--- config.mk ---
export PLATFORM = sky130hd
export DESIGN_NAME = ffea_divider
export DESIGN_NICKNAME = d
export VERILOG_FILES = /design/src/rtl/ffea_pkg.sv /design/src/rtl/ffea_divider.sv
export SDC_FILE = /design/constraint.sdc
export NUM_CORES = 1
export LEC_CHECK = 0
export BUFFER_PORTS_ARGS = -buffer_cell sky130_fd_sc_hd__buf_2
export CORE_ASPECT_RATIO = 0.7
export CORE_MARGIN = 5
export CORE_UTILIZATION = 49
export DETAILED_ROUTE_END_ITERATION = 8
export HOLD_SLACK_MARGIN = 0.06
export PLACE_DENSITY = 0.75
export SYNTH_ARGS = -nofsm -noshare
export SYNTH_HDL_FRONTEND = slang
export SYNTH_SLANG_ARGS = --single-unit
--- constraint.sdc ---
create_clock -name aclk -period 3.67 [get_ports aclk]
set_input_delay 0.367 -clock aclk [delete_from_list [all_inputs] [get_ports aclk]]
set_output_delay 0.367 -clock aclk [all_outputs]
set_load 0.01 [all_outputs]
--- src/rtl/ffea_pkg.sv ---
// Shared constants, codes and types for the extent allocator.
package ffea_pkg;

    localparam int MAX_PARTITIONS = 32;
    localparam int RANGE_DEPTH    = MAX_PARTITIONS + 2;
    localparam int IDX_W          = $clog2(RANGE_DEPTH + 1);

    localparam int BS_W    = 17;
    localparam int BLK_W   = 48;
    localparam int SIZE_W  = 60;
    localparam int END_W   = 64;
    localparam int STAT_W  = 3;
    localparam int META_W  = 15;
    localparam int CFG_IDX_W = 8;

    localparam int RESERVED_BYTES = 16 * 1024;

    localparam logic [STAT_W-1:0] ST_PLACED     = 3'd0;
    localparam logic [STAT_W-1:0] ST_SKIPPED    = 3'd1;
    localparam logic [STAT_W-1:0] ST_MISALIGNED = 3'd2;
    localparam logic [STAT_W-1:0] ST_NO_SPACE   = 3'd3;
    localparam logic [STAT_W-1:0] ST_BEYOND     = 3'd4;
    localparam logic [STAT_W-1:0] ST_IGNORED    = 3'd5;

    localparam logic [CFG_IDX_W-1:0] REG_BLOCK_SIZE  = 8'd0;
    localparam logic [CFG_IDX_W-1:0] REG_BLOCK_COUNT = 8'd1;

    typedef struct packed {
        logic load_new;
        logic load_left;
    } cell_ctrl_t;

endpackage

--- src/rtl/ffea_divider.sv ---
// Restoring divider, one quotient bit per cycle.
module ffea_divider (
    input  logic                         aclk,
    input  logic                         aresetn,
    input  logic                         start,
    input  logic [ffea_pkg::SIZE_W-1:0]  dividend,
    input  logic [ffea_pkg::BS_W-1:0]    divisor,
    output logic                         done,
    output logic [ffea_pkg::SIZE_W-1:0]  quotient,
    output logic [ffea_pkg::BS_W-1:0]    remainder
);
    import ffea_pkg::*;

    localparam int CNT_W = $clog2(SIZE_W);

    logic               busy_reg, busy_next;
    logic               done_reg, done_next;
    logic [CNT_W-1:0]   cnt_reg, cnt_next;
    logic [SIZE_W-1:0]  quo_reg, quo_next;
    logic [BS_W-1:0]    rem_reg, rem_next;
    logic [BS_W:0]      trial;
    logic               fits;

    assign trial = {rem_reg, quo_reg[SIZE_W-1]};
    assign fits  = trial >= {1'b0, divisor};

    always_comb begin
        busy_next = busy_reg;
        done_next = 1'b0;
        cnt_next  = cnt_reg;
        quo_next  = quo_reg;
        rem_next  = rem_reg;
        if (start) begin
            busy_next = 1'b1;
            cnt_next  = CNT_W'(SIZE_W - 1);
            quo_next  = dividend;
            rem_next  = '0;
        end else if (busy_reg) begin
            quo_next = {quo_reg[SIZE_W-2:0], fits};
            rem_next = fits ? BS_W'(trial - {1'b0, divisor}) : trial[BS_W-1:0];
            if (cnt_reg == '0) begin
                busy_next = 1'b0;
                done_next = 1'b1;
            end else begin
                cnt_next = cnt_reg - 1'b1;
            end
        end
    end

    always_ff @(posedge aclk) begin
        if (!aresetn) begin
            busy_reg <= 1'b0;
            done_reg <= 1'b0;
            cnt_reg  <= '0;
        end else begin
            busy_reg <= busy_next;
            done_reg <= done_next;
            cnt_reg  <= cnt_next;
        end
        quo_reg <= quo_next;
        rem_reg <= rem_next;
    end

    assign done      = done_reg;
    assign quotient  = quo_reg;
    assign remainder = rem_reg;

endmodule

==> flow_summary.yaml <==
clock_network:
  tritoncts_num_sinks: 85
  post-cts-setup-buffer-count: 0
  number_of_buffers_on_the_longest_clock_path: 2
  cts_inserted_buffers: 9
  cts_tree: "yes"
  hold_fix_buffers_cts: 0
  cts.htree.levels: 3
  total_of_cells_resized_after_clock_tree_synthesis: 0
  cts.reportedPaths.clkPinSlew_ns: 0.06
  clock_latency_ns: 0.33
  cts_root_buffer: "sky130_fd_sc_hd__clkbuf_16"
global_routing:
  track_usage_pct: 19.0
  grt_max_degree: 31
  global_route_wire_length_before_repair_um: 17700
  busiest_layer: "met2"
  grt_antenna_before_repair: 0
  globalRouteMet2Util_pct: 29.5
  groute.layer.met3.usage_pct: 5.81
  vias_in_the_first_global_route: 3461
  grt_util_met1_pct: 26.0
  grt.overflow.total: 0
worst_setup_path:
  timing_worst_setup_path_type: "flop to flop"
  worst_r2r_startpoint: "quotient[59]"
  r2r.worst_path.cells: 10
  reg2reg_to: "remainder[13]"
  required_ns: 3.88
  critPathLaunchType: "flop"
  max_fo_critical_path: 17
  cp.arrival_ns: 3.37
  cp-end-kind: "flop"
  worst-r2r-setup-slack_ns: 0.52
routing:
  drt_first_iter_violations: 295
  post_drt_via_cell_ratio: 5.34
  vias: 3602
  wire_per_inst_um: 16.8
  drc: 0
  drt-pass1-iter-count: 4
  antenna_left: 0
  routed_wirelength_um: 11300
floorplanning:
  die_width_um: 126
  cell_rows: 29
  floorplan.die.height_um: 91.5
  core_area_sq_um: 9140
  fp.dieArea_sq_um: 11600
  start_util_pct: 50.8
  io_pins: 158
finish:
  largest_reg_flops: 60
  layout.nets: 646
  syn_to_final_growth_pct: 25.1
  drive_gt1_share_pct: 44.2
  filler_cell_count: 718
  diodes: 0
power_and_ir_drop:
  power_density_nw_per_um2: 454
  vdd.ir_drop.worst_mv: 0.353
  p_leak_uw: 0.00258
worst_hold_path:
  hp-class: "input pin to flop"
  hold_end: "quotient[19]"
  timing.hold.worst_path_depth: 2
  worst_hold_startpoint: "dividend[19]"
sta:
  worst_hold_slack_ns: 0.336
  pins_over_their_slew_limit: 0
  achievable-frequency_mhz: 317
  setup_viol: 0
  final_hold_viol_count: 0
  post-route-period-util_pct: 85.9
  finalCriticalPeriod_ns: 3.15
  finalSetupTns_ns: 0
  grt_setup_unrepaired: "false"
  worst_slew_margin_rel_pct: 56.5
  fin_skew_ns: 0.00704
  timing_worst_slew_pin_value_ns: 0.652
run_status:
  status: "completed"
logic_synthesis:
  synthTopCellsByCount: "sky130_fd_sc_hd__mux2_2 (61), sky130_fd_sc_hd__edfxtp_1 (60), sky130_fd_sc_hd__dfxtp_1 (25)"
  synth_top_cells_by_area: "sky130_fd_sc_hd__edfxtp_1 (39%), sky130_fd_sc_hd__mux2_2 (15%), sky130_fd_sc_hd__dfxtp_1 (11%)"
  synth_warnings: 0
  synth_top_flop_cell: "sky130_fd_sc_hd__edfxtp_1"
  yosysMostFrequentCell: "sky130_fd_sc_hd__mux2_2"
  share_of_yosys_cell_area_claimed_by_the_top_area_cell_type_pct: 38.8
  synth.yosys.seq_area_share_pct: 49.6
  synth_cell_type_count: 54
  asyncSetResetFlopFracSynth_pct: 0
  postSynthNetCount: 495
  syn-mean-instance-area_sq_um: 11.8
  synth_seq_cells: 85
  post-synth-top-area-cell: "sky130_fd_sc_hd__edfxtp_1"
  synth_area_sq_um: 4640
  netlist_instances: 395
  number_of_flops_mapped_to_enable_cells_by_yosys: 60
placed_design:
  place_congestion: 0.880
  detailed_place_hpwl_um: 8720
  port_buf_inserts: 157
run:
  maxCapViolCount: 0
cell usage in the layout, fill, tap and decap left out, types with 3 or more instances in the layout:
master                      instances
sky130_fd_sc_hd__ha_1              19
sky130_fd_sc_hd__o21ai_1            4
sky130_fd_sc_hd__o21ai_0            6
sky130_fd_sc_hd__edfxtp_1          60
sky130_fd_sc_hd__xor2_1             7
sky130_fd_sc_hd__buf_4              6
sky130_fd_sc_hd__nor2_1            21
sky130_fd_sc_hd__a21oi_1           18
sky130_fd_sc_hd__o21a_1             8
sky130_fd_sc_hd__nor3b_1            3
sky130_fd_sc_hd__clkbuf_16          9
sky130_fd_sc_hd__nand2b_1           7
sky130_fd_sc_hd__a31oi_1            5
sky130_fd_sc_hd__inv_1             21
sky130_fd_sc_hd__nor2b_1            4
sky130_fd_sc_hd__a21o_1             6
sky130_fd_sc_hd__mux2_2            61
sky130_fd_sc_hd__nand3_1            3
sky130_fd_sc_hd__xnor2_1            9
sky130_fd_sc_hd__nand2_1           23
sky130_fd_sc_hd__nor3_1             4
sky130_fd_sc_hd__mux2i_1            8
sky130_fd_sc_hd__buf_2            157
sky130_fd_sc_hd__dfxtp_1           25
sky130_fd_sc_hd__a211oi_1          10
worst max-delay path by stage:
stage,cells after the start,endpoint,slack (ns),from
after detailed placement,10,remainder[13],0.56,quotient[59]
after CTS,10,remainder[13],0.56,quotient[59]
after floorplan,11,quotient[0],0.89,quotient[59]
after global routing,10,remainder[13],0.42,quotient[59]
after global placement,10,remainder[13],0.70,divisor[0]
final,10,remainder[13],0.52,quotient[59]
kinds of logic (layout without fill, tap and decap cells):
group	count (synthesis)	after routing	synth area share [%]
buf+inv	45	200	4.47
flops	85	85	49.6
fa+ha+maj	20	20	5.55
compound gates	82	82	12.4
mux	70	70	16.8
simple gates	77	77	8.19
xor+xnor	16	16	3.02
metrics by stage:
step | cell area [sq um] | total power, uW | cells | utilization [%] | worst slack, ns
2_1_floorplan | 4640 | 1540 | 395 | - | 0.887
3_3_place_gp | 5510 | 1710 | 659 | 60.2 | 0.699
3_5_place_dp | 5510 | 1720 | 659 | 60.2 | 0.561
4_1_cts | 5810 | 2670 | 674 | 63.5 | 0.559
5_1_grt | 5810 | 2770 | 674 | 63.5 | 0.422
6_report | 5810 | 2640 | 674 | 63.5 | 0.517
critical path: stages, from the launching register on:
cell                        delay [ns]
sky130_fd_sc_hd__edfxtp_1         0.38
sky130_fd_sc_hd__inv_1            0.09
sky130_fd_sc_hd__ha_1             0.16
sky130_fd_sc_hd__inv_1            0.05
sky130_fd_sc_hd__fa_1             0.40
sky130_fd_sc_hd__a21o_1           0.22
sky130_fd_sc_hd__o211ai_1         0.21
sky130_fd_sc_hd__o2111ai_1        0.19
sky130_fd_sc_hd__a2111o_1         0.69
sky130_fd_sc_hd__buf_4            0.31
sky130_fd_sc_hd__a221o_1          0.32
final cells by class:
class                   instances  area [sq um]  share of cell area (%)
flip-flops and latches         85          2300                    39.6
inverters                      22          82.6                    1.42
clock buffers                  10           229                    3.94
multi-input cells             265          2130                    36.7
clock inverters                 5          76.3                    1.31
repair buffers                163           831                    14.3
well taps                     124           155                    2.67
routing by layer:
metal,vias to the layer above,routed length (um),part of all wire (%)
li1,1774,-,-
met1,1716,5190,46
met2,106,5390,48
met3,6,657,5.8
met4,0,57,0.50
met5,-,0,0
power breakdown:
| group | internal [uW] | switching, uW |
|---|---|---|
| Clock | 589 | 343 |
| Combinational | 243 | 274 |
| Sequential | 1140 | 52.9 |
(Power assumes the default switching activity.)
