**src/rtl/ffea_pkg.sv**
```systemverilog
// Shared constants, codes and types for the extent allocator.
package ffea_pkg;

    localparam int MAX_PARTITIONS = 32;
    localparam int RANGE_DEPTH    = MAX_PARTITIONS + 2;
    localparam int IDX_W          = $clog2(RANGE_DEPTH + 1);

    localparam int BS_W    = 17;
    localparam int BLK_W   = 48;
    localparam int SIZE_W  = 60;
    localparam int END_W   = 64;
    localparam int STAT_W  = 3;
    localparam int META_W  = 15;
    localparam int CFG_IDX_W = 8;

    localparam int RESERVED_BYTES = 16 * 1024;

    localparam logic [STAT_W-1:0] ST_PLACED     = 3'd0;
    localparam logic [STAT_W-1:0] ST_SKIPPED    = 3'd1;
    localparam logic [STAT_W-1:0] ST_MISALIGNED = 3'd2;
    localparam logic [STAT_W-1:0] ST_NO_SPACE   = 3'd3;
    localparam logic [STAT_W-1:0] ST_BEYOND     = 3'd4;
    localparam logic [STAT_W-1:0] ST_IGNORED    = 3'd5;

    localparam logic [CFG_IDX_W-1:0] REG_BLOCK_SIZE  = 8'd0;
    localparam logic [CFG_IDX_W-1:0] REG_BLOCK_COUNT = 8'd1;

    typedef struct packed {
        logic load_new;
        logic load_left;
    } cell_ctrl_t;

endpackage

```
**src/rtl/ffea_cell.sv**
```systemverilog
// One range of the list: holds start and end, shifts from its left neighbor.
module ffea_cell (
    input  logic                         aclk,
    input  ffea_pkg::cell_ctrl_t         ctrl,
    input  logic [ffea_pkg::BLK_W-1:0]   wr_start,
    input  logic [ffea_pkg::END_W-1:0]   wr_end,
    input  logic [ffea_pkg::BLK_W-1:0]   left_start,
    input  logic [ffea_pkg::END_W-1:0]   left_end,
    input  logic                         fit_mode,
    input  logic [ffea_pkg::BLK_W-1:0]   key_start,
    input  logic [ffea_pkg::SIZE_W-1:0]  key_blocks,
    output logic [ffea_pkg::BLK_W-1:0]   start_q,
    output logic [ffea_pkg::END_W-1:0]   end_q,
    output logic                         hit
);
    import ffea_pkg::*;

    logic [BLK_W-1:0] start_reg;
    logic [END_W-1:0] end_reg;
    logic [END_W-1:0] gap;

    assign gap = {{(END_W-BLK_W){1'b0}}, start_reg} - left_end;
    assign hit = fit_mode ? (gap >= {{(END_W-SIZE_W){1'b0}}, key_blocks})
                          : (start_reg >= key_start);

    always_ff @(posedge aclk) begin
        if (ctrl.load_new) begin
            start_reg <= wr_start;
            end_reg   <= wr_end;
        end else if (ctrl.load_left) begin
            start_reg <= left_start;
            end_reg   <= left_end;
        end
    end

    assign start_q = start_reg;
    assign end_q   = end_reg;

endmodule

```
**config.mk**
```make
export PLATFORM = sky130hd
export DESIGN_NAME = ffea_cell
export DESIGN_NICKNAME = d
export VERILOG_FILES = /design/src/rtl/ffea_pkg.sv /design/src/rtl/ffea_cell.sv
export SDC_FILE = /design/constraint.sdc
export NUM_CORES = 1
export LEC_CHECK = 0
export CORE_AREA = 2 2 174 176
export DETAILED_ROUTE_END_ITERATION = 8
export DIE_AREA = 0 0 176 178
export DONT_BUFFER_PORTS = 1
export PLACE_DENSITY_LB_ADDON = 0.25
export SETUP_SLACK_MARGIN = 0.2
export SLEW_MARGIN = 10
export SYNTH_ARGS = -nofsm -noshare
export SYNTH_HDL_FRONTEND = slang
export SYNTH_SLANG_ARGS = --single-unit
```
**constraint.sdc**
```tcl
create_clock -name aclk -period 13.6 [get_ports aclk]
set_input_delay 1.36 -clock aclk [delete_from_list [all_inputs] [get_ports aclk]]
set_output_delay 1.36 -clock aclk [all_outputs]
set_load 0.01 [all_outputs]
```
==> metrics, run 1 <==
Final period util 57.0%; CTS Hold Bufs 0; WL final 30.6 mm; CP max stage delay 0.61 ns; Primary FF master, synth edfxtp_1; routed via count 8086; Post-CTS Repair Setup Buffers 0; post-detail-place hpwl 25.7 mm; Resize count post-CTS 0; Max Clk Rate 0.129 GHz; Critical Path RT 12.24 ns; gr ovfl total 0; wire per inst 20.1 um; CTS Sinks 112; H-tree Lvls 3; ratio of cells with drive above 1 in the final layout 8.23%; die height 178 um; Synth Instances 1145; Total Routing Usage GR 18.9%; unrepaired setup endpoints after global routing no; die area 31300 sq um; Startpoint Class input pin; Synth warnings 0; Slew Limit Fails 0; final total power 1.19 mW; initial antenna violation count 1; # setup viols final 0; cell family with most CP delay compound AO/OA/AOI/OAI gates; EDFF count, synth 112; crit path kind in -> out; DRT Pass-1 Iters 5; Row Count 63; vias in the first global route 8090; DRC 0; Slew @ Worst Pin 0.818 ns; Starting DRT DRC Count 361; Post-layout nets 1618; critical path cell sequence ha_1 > inv_1 > fa_1 > a211oi_1 > o211ai_1 > a31oi_1 > o21ai_2 > a21oi_1 > o211ai_1 > nand3_1 > o21ai_1 > a21oi_1 > xnor2_1 > ha_1 > nand4_1 > nor2_1 > a2111oi_0 > a21oi_1 > a2111oi_0 > nor3b_1 > o31ai_1 > a21oi_1 > a32oi_1; Port Buffer Count 0; Worst Hold Class in -> reg; Die X 176 um; Yosys cell types 58; critical path data arrival time 6.40 ns; commonest non-fill, non-tap cell in the layout inv_1; Critical Path Most Common Cell a21oi_1; syn_nets 1638; Slew HR 45.5%; Syn-to-layout area delta 6.28%; post-synthesis async set-or-reset flop share 0%; Final Wtd Congestion 0.827; Min Clock Period, post-route 7.76 ns; Pwr Density 108 nW/um^2; buffers plus inverters on the worst setup path 1; maxcap violations 0; first-pass GRT wire length 44.9 mm; most frequent cells in the layout 171 x inv_1, 156 x ha_1, 112 x edfxtp_1, 99 x nand2_1, 95 x o21ai_0; Fin Setup TNS 0 ns; final hold violations 0; crit path max fanout 4; Peak VDD IR 0.0000562 V; FF+latch count, synth 112; initial cell density of the core 35.3%; largest net degree at the start of global routing 161; Root Driver clkbuf_16; CTS buffer count 9; # IOs 449; Longest Clk Path Bufs 2; vias per cell 5.32; leak pwr 5.00 nW; clock slew at reported path FFs 0.08 ns; core area 29400 sq um; CP max-delay cell a2111oi_0; status finished, final reports clean; ANT nets after route 0; mean post-synth cell area 9.06 sq um; Crit. End Element primary output; register area share after synthesis 32.4%; post-synthesis cell area 10400 sq um; CTS tree built
Yosys cell counts, drive strengths merged (2+ instances only):
master	instances	area, sq um
nor2	44	165
a31oi	8	56.3
nor3b	2	15.0
and3	5	31.3
clkbuf	24	90.1
o21a	4	30.0
xnor2	36	315
nor4	3	25.0
edfxtp	112	3360
o21bai	7	52.6
o31ai	3	22.5
o21ai	99	503
a221oi	3	32.5
nand4	30	188
a211oi	10	80.1
inv	171	642
o31a	2	18.8
a32oi	2	17.5
buf	8	38.8
nand2b	9	56.3
a21o	48	360
a2111oi	4	35.0
nor2b	10	62.6
or3	6	37.5
or4	2	15.0
ha	156	1950
mux2	65	732
xor2	23	201
nand2	99	372
nand3	15	80.1
nor3	12	60.1
or2	4	27.5
a21boi	2	15.0
and2	4	25.0
a21oi	93	465
o211ai	8	60.1
cells by family after synthesis:
logic type,synth area share (%)
multiplexers,7.06
AND/OR/NAND/NOR,11.3
AO/OA/AOI/OAI,17.8
flip-flops,32.4
buffers and inverters,7.43
XOR/XNOR,4.98
adder cells (fa/ha/maj),19.0
cell type report:
class | count | area, sq um
Antenna cell | 1 | 2.50
Clock buffer | 11 | 233
Clock inverter | 5 | 47.5
Fill cell | 3016 | 18400
Inverter | 171 | 642
Multi-Input combinational cell | 830 | 6240
Sequential cell | 112 | 3360
Tap cell | 390 | 488
Timing Repair Buffer | 1 | 7.51
per-layer routing:
metal	vias up	wire [um]	track usage [%]
met5	-	0	0
met4	0	381	4.17
li1	4035	-	-
met3	17	2050	5.67
met2	291	15600	33.9
met1	3743	12600	22.2
through the flow:
stage | cell area (sq um) | hold slack [ns] | std cells | util [%] | setup slack [ns]
4_1_cts | 11000 | 1.15 | 1520 | 37.5 | 5.75
5_1_grt | 11000 | 1.17 | 1521 | 37.5 | 5.35
2_1_floorplan | 10400 | 1.55 | 1145 | - | 6.84
3_5_place_dp | 10700 | 1.56 | 1504 | 36.5 | 5.73
3_3_place_gp | 10700 | 1.56 | 1504 | 36.5 | 6.07
6_report | 11000 | 1.17 | 1521 | 37.5 | 5.84
power by group:
group	internal [mW]	total, mW	switching (mW)
registers	0.427	0.475	0.0485
clock network	0.141	0.270	0.129
logic	0.191	0.440	0.249
total	0.760	1.19	0.426
registers in the layout, indices dropped and copies added (netlist names):
register,count
end_q,64
start_q,48
path summary, 6_finish.rpt:
path / slack [ns] / endpoint / start / cells past startpoint
min: 1.17 / end_q[8]$_DFFE_PP_ / wr_end[8] / 2
max: 5.84 / hit / left_end[0] / 23
Note: power is estimated with default switching activity, not from simulation.
==> run 2: changes to the inputs <==
Settings changed: ABC_AREA from default to 1, CORE_AREA 2 2 174 176 to 2 2 173 175, DIE_AREA 0 0 176 178 to 0 0 175 177.
Clock period 13.6 ns to 6.99 ns, I/O delays scaled along.
==> run 2 against run 1 <==
  * Synthesized area grew 10%
  * Hold slack lost 0.67 ns
  * Core utilization grew 4.0 points
  * Setup slack lost 3.9 ns
  * Sequential cell count is the same
  * Critical endpoint unchanged
  * Clock-buffer cell count shrank 2
  * Synthesized cell count grew 43%
  * Clock power grew 100%
  * Via count grew 27%
  * Non-clock buffer count grew 1
==> metrics, run 2 <==
gr ovfl total 0 (unchanged); Synth Instances 1634 (was 1145); register area share after synthesis 29.4% (was 32.4%); vias in the first global route 10.2k (was 8090); Final period util 72.7%; Starting DRT DRC Count 554 (was 361); maxcap violations 0 (unchanged); Synth warnings 0 (unchanged); max FFs per register 64 (unchanged); Critical Path RT 6.29 ns (was 12.24 ns); routed via count 10.3k (was 8086); # fillers 3062 (was 3016); pre-CTS WS 2.26 ns (was 5.73 ns); CTS buffer count 9 (unchanged); WL final 37.8 mm (was 30.6 mm); core area 29200 sq um (was 29400 sq um); xor and xnor area share after synthesis 4.29% (was 4.98%); mean post-synth cell area 7.00 sq um (was 9.06 sq um); DRC 0 (unchanged); hold-critical path depth 2 (unchanged); Row Count 63 (unchanged); placed inst area 11800 sq um (was 10700 sq um); clock slew at reported path FFs 0.08 ns (about the same); commonest non-fill, non-tap cell in the layout nand2_1 (was inv_1); Synth area leaders edfxtp_1 29%, nand2_1 18%, ha_1 17%, inv_1 9.4%, a21oi_1 5.0% (was edfxtp_1 32%, ha_1 19%, mux2_2 7.1%, inv_1 6.2%, o21ai_0 4.6%); Slew @ Worst Pin 0.899 ns (was 0.818 ns); syn_nets 2127 (was 1638); Critical Path Most Common Cell nand2_1 (was a21oi_1); status finished, final reports clean (unchanged); unrepaired setup endpoints after global routing no (unchanged); Max Clk Rate 0.197 GHz; FF+latch count, synth 112 (unchanged); post-synthesis cell area 11400 sq um (was 10400 sq um); Post-CTS Repair Setup Buffers 0 (unchanged); CP max-delay cell edfxtp_1 (was a2111oi_0); final hold violations 0 (unchanged); ANT nets after route 0 (unchanged); largest family of logic cells by synthesized area simple AND/OR/NAND/NOR gates (was adder cells); Total Routing Usage GR 23.9% (was 18.9%); final setup margin 1.91 ns (was 5.84 ns); DRT Pass-1 Iters 5 (unchanged); Fin Setup TNS 0 ns (unchanged); # IOs 449 (unchanged); H-tree Lvls 3 (unchanged); post-synthesis async set-or-reset flop share 0% (unchanged); CTS Sinks 112 (unchanged); Final Wtd Congestion 0.929 (was 0.827); wire per inst 18.7 um (was 20.1 um); Simple-Gate Fraction of Synth Area 25.8% (was 11.3%); initial cell density of the core 39.1% (was 35.3%); Longest Clk Path Bufs 2 (unchanged); Slew Limit Fails 0 (unchanged); Pwr Density 202 nW/um^2 (was 108 nW/um^2); Die X 175 um (was 176 um); leak pwr 6.25 nW (was 5.00 nW); largest area contributor in the netlist edfxtp_1 (unchanged); Primary FF master, synth edfxtp_1 (unchanged); CTS tree built (unchanged); Crit. End Element primary output (unchanged); fin area 12100 sq um (was 11000 sq um); top cells by count, synth 537 x nand2_1, 287 x inv_1, 156 x ha_1 (was 171 x inv_1, 156 x ha_1, 112 x edfxtp_1); Slew HR 40.0% (was 45.5%); most frequent cell after synthesis nand2_1 (was inv_1); Syn-to-layout area delta 6.21% (was 6.28%); critical path data arrival time 4.38 ns (was 6.40 ns); Peak VDD IR 0.000117 V (was 0.0000562 V); CTS Hold Bufs 0 (unchanged); crit path max fanout 4 (unchanged); largest net degree at the start of global routing 178 (was 161); Post-layout nets 2116 (was 1618); die height 177 um (was 178 um); Startpoint Class register (was input pin); Min Clock Period, post-route 5.08 ns; Worst Hold Class in -> reg (unchanged); crit path kind reg -> out (was in -> out); most frequent cells in the layout 537 x nand2_1, 287 x inv_1, 156 x ha_1, 114 x a21oi_1, 112 x edfxtp_1 (was 171 x inv_1, 156 x ha_1, 112 x edfxtp_1, 99 x nand2_1, 95 x o21ai_0); Synth top area share 29.4% (was 32.4%); # setup viols final 0 (unchanged); Port Buffer Count 0 (unchanged); die area 31000 sq um (was 31300 sq um); Root Driver clkbuf_16 (unchanged); Synth Area in Compound Gates 12.9% (was 17.8%); CP max stage delay 0.50 ns (was 0.61 ns); post-detail-place hpwl 32.5 mm (was 25.7 mm); Yosys cell types 47 (was 58); # diodes 0 (was 1); first-pass GRT wire length 56.2 mm (was 44.9 mm); initial antenna violation count 0 (was 1); ratio of cells with drive above 1 in the final layout 3.99% (was 8.23%); fraction of the mapped netlist area in adder cells 17.3% (was 19.0%); vias per cell 5.09 (was 5.32); Resize count post-CTS 0 (unchanged); EDFF count, synth 112 (unchanged); multiplexer share of the synthesized area 0% (was 7.06%)
[run 2: cell families (layout without fill, tap and decap cells)]
family                   Yosys count  in the layout
AND/OR/NAND/NOR                  730            730
buffers and inverters            317            311
AO/OA/AOI/OAI                    262            262
adder cells (fa/ha/maj)          157            157
flip-flops                       112            112
XOR/XNOR                          56             56
[run 2: layout make-up]
class	instances	area (sq um)	area share [%]
Tap cell	390	488	4.02
Clock buffer	9	225	1.86
Sequential cell	112	3360	27.7
Clock inverter	7	68.8	0.567
Multi-Input combinational cell	1205	6880	56.7
Inverter	293	1100	9.06
Timing Repair Buffer	2	15.0	0.124
[run 2: layer usage]
metal  GRT usage, %  share of wire, %
met1           30.4                45
met2           42.3                49
met3           4.45               5.5
met4           5.00               1.1
met5              0                 0
[run 2: stage by stage]
stage | cells | util [%] | power (mW) | hold WS, ns
3_3_place_gp | 2002 | 40.5 | 1.90 | 0.885
4_1_cts | 2018 | 41.5 | 2.47 | 0.490
6_report | 2018 | 41.5 | 2.45 | 0.504
3_5_place_dp | 2002 | 40.5 | 1.92 | 0.888
5_1_grt | 2018 | 41.5 | 2.64 | 0.497
2_1_floorplan | 1634 | - | 1.64 | 0.878
[run 2: power breakdown]
| part | internal [mW] | switching, mW | leakage (nW) |
|---|---|---|---|
| clock network | 0.279 | 0.271 | 0.145 |
| registers | 0.831 | 0.104 | 1.15 |
| logic | 0.350 | 0.620 | 4.95 |
[run 2: path summary, 6_finish.rpt]
kind | from | end | slack (ns)
max | start_q[0]$_DFFE_PP_ | hit | 1.91
min | left_start[3] | start_q[3]$_DFFE_PP_ | 0.50
[run 2: worst max-delay path: cells and delay by family (launching register included)]
family | cells | cell delay [ns]
buf+inv | 2 | 0.18
fa+ha+maj | 3 | 0.87
simple gates | 17 | 1.73
flops | 1 | 0.50
xor+xnor | 1 | 0.12
compound gates | 2 | 0.62
